===== src/design/deq_pkg.sv =====
// Package for the deadline event queue: request and result types,
// cell control struct, operation and kind codes, default sizes.
// No dependencies.
package deq_pkg;

  localparam int DEPTH_DEF       = 64;
  localparam int OBJECT_BITS_DEF = 8;
  localparam int OBJ_W           = 8;
  localparam int MAX_OBJ_BITS    = 16;
  localparam int DL_W            = 32;

  localparam logic FUNC_SCHEDULE = 1'b0;
  localparam logic FUNC_TICK     = 1'b1;

  localparam logic [1:0] KIND_SCHEDULED  = 2'd0;
  localparam logic [1:0] KIND_DROPPED    = 2'd1;
  localparam logic [1:0] KIND_DISPATCHED = 2'd2;

  localparam logic [1:0] OP_HOLD   = 2'd0;
  localparam logic [1:0] OP_REMOVE = 2'd1;
  localparam logic [1:0] OP_INSERT = 2'd2;
  localparam logic [1:0] OP_SHIFT  = 2'd3;

  typedef struct packed {
    logic                   func;
    logic [OBJ_W-1:0]       object_id;
    logic signed [DL_W-1:0] delay;
    logic [DL_W-1:0]        tick_value;
  } deq_req_t;

  typedef struct packed {
    logic [1:0]       kind;
    logic [OBJ_W-1:0] out_object;
    logic [DL_W-1:0]  out_deadline;
    logic             last;
  } deq_res_t;

  typedef struct packed {
    logic [1:0]              op;
    logic [MAX_OBJ_BITS-1:0] key;
    logic [DL_W-1:0]         new_dl;
  } deq_ctl_t;

endpackage


===== src/design/deq_cell.sv =====
// One slot of the sorted queue: holds an entry and moves it to or from its
// neighbors on remove, insert and shift commands. Depends on deq_pkg.
module deq_cell #(
  parameter int OBJECT_BITS = deq_pkg::OBJECT_BITS_DEF
) (
  input  logic                    clk,
  input  logic                    rst_n,
  input  deq_pkg::deq_ctl_t       ctl,
  input  logic                    left_valid,
  input  logic [OBJECT_BITS-1:0]  left_obj,
  input  logic [deq_pkg::DL_W-1:0] left_dl,
  input  logic                    left_here,
  input  logic                    right_valid,
  input  logic [OBJECT_BITS-1:0]  right_obj,
  input  logic [deq_pkg::DL_W-1:0] right_dl,
  input  logic                    flag_in,
  output logic                    valid,
  output logic [OBJECT_BITS-1:0]  obj,
  output logic [deq_pkg::DL_W-1:0] dl,
  output logic                    here,
  output logic                    flag_out
);
  import deq_pkg::*;

  logic                   valid_r, valid_nxt;
  logic [OBJECT_BITS-1:0] obj_r, obj_nxt;
  logic [DL_W-1:0]        dl_r, dl_nxt;
  logic                   match;

  assign match    = valid_r && (obj_r == ctl.key[OBJECT_BITS-1:0]);
  assign flag_out = flag_in | match;
  assign here     = !valid_r || (ctl.new_dl <= dl_r);

  always_comb begin
    valid_nxt = valid_r;
    obj_nxt   = obj_r;
    dl_nxt    = dl_r;
    unique case (ctl.op)
      OP_HOLD: begin
      end
      OP_REMOVE: begin
        if (flag_out) begin
          valid_nxt = right_valid;
          obj_nxt   = right_obj;
          dl_nxt    = right_dl;
        end
      end
      OP_INSERT: begin
        if (here && !left_here) begin
          valid_nxt = 1'b1;
          obj_nxt   = ctl.key[OBJECT_BITS-1:0];
          dl_nxt    = ctl.new_dl;
        end else if (here) begin
          valid_nxt = left_valid;
          obj_nxt   = left_obj;
          dl_nxt    = left_dl;
        end
      end
      OP_SHIFT: begin
        valid_nxt = right_valid;
        obj_nxt   = right_obj;
        dl_nxt    = right_dl;
      end
      default: begin
      end
    endcase
  end

  always_ff @(posedge clk) begin
    if (!rst_n) begin
      valid_r <= 1'b0;
    end else begin
      valid_r <= valid_nxt;
    end
  end

  always_ff @(posedge clk) begin
    obj_r <= obj_nxt;
    dl_r  <= dl_nxt;
  end

  assign valid = valid_r;
  assign obj   = obj_r;
  assign dl    = dl_r;

endmodule


===== config.mk =====
export PLATFORM = sky130hd
export DESIGN_NAME = deq_cell
export DESIGN_NICKNAME = d
export VERILOG_FILES = /design/src/design/deq_pkg.sv /design/src/design/deq_cell.sv
export SDC_FILE = /design/constraint.sdc
export NUM_CORES = 1
export LEC_CHECK = 0
export BUFFER_PORTS_ARGS = -buffer_cell sky130_fd_sc_hd__buf_2
export CORE_UTILIZATION = 40
export DETAILED_ROUTE_END_ITERATION = 12
export GPL_ROUTABILITY_DRIVEN = 0
export PLACE_DENSITY = 0.74
export SLEW_MARGIN = 30
export SYNTH_ARGS = -nofsm -noshare
export SYNTH_HDL_FRONTEND = slang
export SYNTH_SLANG_ARGS = --single-unit

===== constraint.sdc =====
create_clock -name clk -period 6.5 [get_ports clk]
set_input_delay 0 -clock clk [delete_from_list [all_inputs] [get_ports clk]]
set_output_delay 0 -clock clk [all_outputs]
set_load 0.01 [all_outputs]

* Word level (Yosys, flattened, before mapping) *
Cells that the tools add are included.

operators by class
  $lt $le $gt $ge = 1
  eq/ne operators = 6
  multiplexer cells = 12
  bitwise gates (word level) = 1
  reduce and logical (&&, ||, !) cells = 7

operators by type and width
  kind                count
  $mux 32             3
  $pmux 32 s3         1
  $le 32x32->1        1
  $mux 8              3
  $pmux 8 s3          1
  $eq 8x8->1          1
  $eq 2x2->1 const B  2
  $mux 1              3
  $ne 3x3->1 const B  1
  $pmux 1 s3          1
  $reduce_and 3->1    1
  $reduce_bool 3->1   1
  $eq 2x1->1 const B  1
  $logic_and 1x1->1   2
  $logic_not 1->1     2
  $ne 2x2->1 const B  1
  $logic_or 1x1->1    1
  $or 1x1->1          1

word-level totals
  register bits = 41
  input port bits = 136
  output and inout bits = 43
  logic and storage cells = 30

* Depth between registers and ports, before layout *
  depth in word-level cells = 5
  mapped depth = 10
  gate-level depth less buffers = 9

* Worst setup path after synthesis *
OpenSTA, ideal clock, no wires.

  path type = flip-flop to flip-flop
  start = register dl_r[30] (netlist: dl[30])
  end = register dl_r[0] (netlist: dl[0]), enable pin
  library setup time = 0.401 ns
  arrival = 2.987 ns
  required time = 6.099 ns
  setup slack = 3.112 ns
  cell stages (with the launch flop) = 9
  path buffers = 0
  clock period less this slack = 3.388 ns
  cells stage by stage = edfxtp_1 -> inv_1 -> ha_1 -> a21oi_1 -> nand2_1 -> a221o_1 -> or3_4 -> a22oi_1 -> o21a_1

on the way
  longest elaborated chain between the ends = 5

RTL lines
  element                       line            source
  from (decl)                   deq_cell.sv:27  logic [DL_W-1:0] dl_r, dl_nxt;
  from (signal assigned)        deq_cell.sv:79  dl_r <= dl_nxt;
  $le 32x32->1 *                deq_cell.sv:32  assign here = !valid_r || (ctl.new_dl <= dl_r);
  $logic_or 1x1->1 *            deq_cell.sv:32
  named net here                deq_cell.sv:20  output logic here,
  $logic_and 1x1->1             deq_cell.sv:49  if (here && !left_here) begin
  $ne 3x3->1 (no line) *        n/a
  $reduce_and 3->1 (no line) *  n/a

The timed path passes the listed nets; every way through them passes the cells marked *.
A chain may end at the register's enable or synchronous reset.

* Worst setup path in the final report *
  start = register dl_r[30] (netlist: dl[30])
  end = register dl_r[27] (netlist: dl[27]), enable pin

on the way
  longest elaborated chain between the ends = 5

RTL lines
  element                       line
  $le 32x32->1 *                deq_cell.sv:32
  $logic_or 1x1->1 *            deq_cell.sv:32
  $logic_and 1x1->1             deq_cell.sv:49
  $ne 3x3->1 (no line) *        n/a
  $reduce_and 3->1 (no line) *  n/a

Every way passes the cells marked *; elsewhere a longest branch is shown, timed or not.

==> reports/metrics.yaml <==
yosys:
  yosysTopAreaCell: "edfxtp_1"
  synth-warning-count: 0
  syn_nets: 481
  synthesis.area_mm2: 0.00308
  synthTopCellsByArea: "edfxtp_1 (39%), ha_1 (13%), mux2i_1 (13%)"
  ys_ff_latch: 41
  yosysSeqAreaShare: 0.397
  yosysUniqueCellTypes: 33
  syn_area_per_cell_um2: 9.83
  synthCells: 313
  synth_top_area_frac: 0.390
timing:
  period_needed_ns: 3.01
  hold_viol_final: 1
  tns_ns: 0
  rsz0062_at_grt: "false"
  drv_slew: 0
  fin_crit_sh: 0.463
  setup_viol: 0
  tightest_slew_ns: 0.734
  skew_ns: 0.0153
  whs_ns: -0.00349
  clock.fmax_ghz: 0.332
  slew_headroom: 0.511
clock_tree:
  cts_tree: "done"
  cts.sinks: 41
  clk_latency_ns: 0.30
  cts_setup_buffers: 0
  cts_max_level: 2
  cts_resized: 0
  cts_max_path_buffers: 2
  cts_buffers: 5
  cts-root-buf: "clkbuf_8"
  cts.clk_slew.worst_paths_ns: 0.09
  ctsHoldBuffers: 24
power_and_ir_drop:
  p_leak_nw: 2.23
  ir_drop_mv: 0.0759
  power_mw: 0.758
  power_density_mw_per_mm2: 175
drt:
  ant_nets: 0
  wirelength_um: 8150
  viasPerCell: 4.91
  dr.first_iter.drc_count: 95
  vias: 2966
  wl_per_cell_um: 13.5
  first_pass_iters: 4
  drc: 0
grt:
  grt_pass1_vias: 2986
  use_met1: 0.249
  grt_use_met3: 0.0465
  overflow: 0
  grt_use_met2: 0.363
  busiest_layer: "met2"
  grt_max_degree: 43
  antenna_found_initial: 0
  grt_first_pass_wirelength_um: 13300
  track_usage: 0.205
outcome:
  violations: "hold timing"
  outcome: "complete, but fails checks"
cells_and_area:
  final_cell_mix: "buf_2 (170), nand2_1 (48), mux2i_1 (40), edfxtp_1 (40), o21ai_1 (39)"
  fin_util: 0.590
  area_delta_synth_final_pct: 40.4
  fillers: 656
  nets: 672
  antenna_cells: 0
  final_cells: 604
  final_common_cell: "buf_2"
  drive_gt1_frac: 0.370
floorplan:
  initial_core_util: 0.420
  core_mm2: 0.00733
  pin_count: 179
  die_h_um: 89.7
  dieArea_mm2: 0.00805
  die_w_um: 89.7
  rows: 31
worst_setup_path:
  crit_required_ns: 6.43
  crit_fanout: 41
  worstPathArrival_ns: 2.94
  cp-end-kind: "register"
  critPathKind: "register to register"
  cp-start-kind: "register"
min_path:
  hp-class: "primary input to register"
placed_design:
  dpl.hpwl_um: 6250
  io_buffers: 170
  dp_cells: 572
job:
  max_cap_violations: 0
[through the flow]
| step | hold slack (ns) | instance area (um^2) | setup WS [ns] |
|---|---|---|---|
| floorplan | 0.131 | 3080 | 3.11 |
| global placement | 0.276 | 3990 | 3.26 |
| detailed placement | 0.284 | 3990 | 3.48 |
| CTS | 0.00236 | 4320 | 3.47 |
| global route | 0.00369 | 4320 | 3.25 |
| finish | -0.00349 | 4320 | 3.49 |
[metal layers]
metal	wire [um]	vias to the layer above	share of wire
li1	-	1503	-
met1	3490	1324	0.43
met2	4030	120	0.50
met3	475	19	0.058
met4	149	0	0.018
met5	0	-	0
[registers in the layout, indices dropped and copies added (netlist names)]
register,count
dl,32
valid,1
obj,8
[report_power, final]
part           leakage [nW]  switching (mW)  total [mW]  internal [mW]
logic                  1.78           0.129       0.246          0.117
registers             0.411          0.0138       0.338          0.325
clock network        0.0455          0.0873       0.174         0.0867
total                  2.23           0.230       0.758          0.528
[layout make-up]
class,instances,area [um^2],area share
Multi-Input combinational cell,224,1640,0.380
Sequential cell,41,1220,0.283
Timing Repair Buffer,197,1110,0.258
Inverter,35,131,0.0304
Tap cell,99,124,0.0287
Clock buffer,8,90.1,0.0208
[cell usage after synthesis]
cell and number:
mux2i_1 40, o21a_1 1, o21ai_0 5, a221o_1 1, nor4_1 1, nand4_1 6
xnor2_1 1, inv_1 35, xor2_1 7, or3_4 1, clkbuf_1 9, a31oi_2 1
nand2_1 48, a211oi_1 1, a41o_1 1, ha_1 32, nand4_2 1, o2111ai_1 1
a22oi_1 2, o21ai_1 39, a21o_1 4, o22ai_1 1, nor2_1 1, dfxtp_1 1
a221oi_4 1, edfxtp_1 40, nand3_1 5, nor3_1 5, buf_8 4, nor4_2 1
a21oi_1 13, nand2b_1 3, and2_4 1
[worst max-delay path: stages, from the launching register on]
cell,delay (ns)
edfxtp_1,0.34
inv_1,0.05
ha_1,0.32
nand4_2,0.17
nor4_2,0.41
a31oi_2,0.20
and2_4,0.21
a22oi_1,0.35
o21a_4,0.57
[logic make-up (layout without fill, tap and decap cells)]
family / after synthesis / count (layout) / synth area share
AO/OA/AOI/OAI: 71 / 71 / 0.136
buffers and inverters: 48 / 240 / 0.0732
XOR/XNOR: 8 / 8 / 0.0228
AND/OR/NAND/NOR: 73 / 73 / 0.111
adder cells (fa/ha/maj): 32 / 32 / 0.130
flip-flops: 41 / 41 / 0.397
multiplexers: 40 / 40 / 0.130
[path summary, 6_finish.rpt]
path	depth (start not counted)	endpoint	slack (ns)	startpoint
setup / recovery	8	dl[27]$_DFFE_PP_	3.49	dl[30]$_DFFE_PP_
setup reg to reg	8	dl[27]$_DFFE_PP_	3.49	dl[30]$_DFFE_PP_
hold / removal	3	dl[0]$_DFFE_PP_	-0.003	right_dl[0]
hold reg to reg	2	valid$_SDFFE_PN0P_	0.58	valid$_SDFFE_PN0P_
No activity file was read; power rests on OpenSTA's default activity.
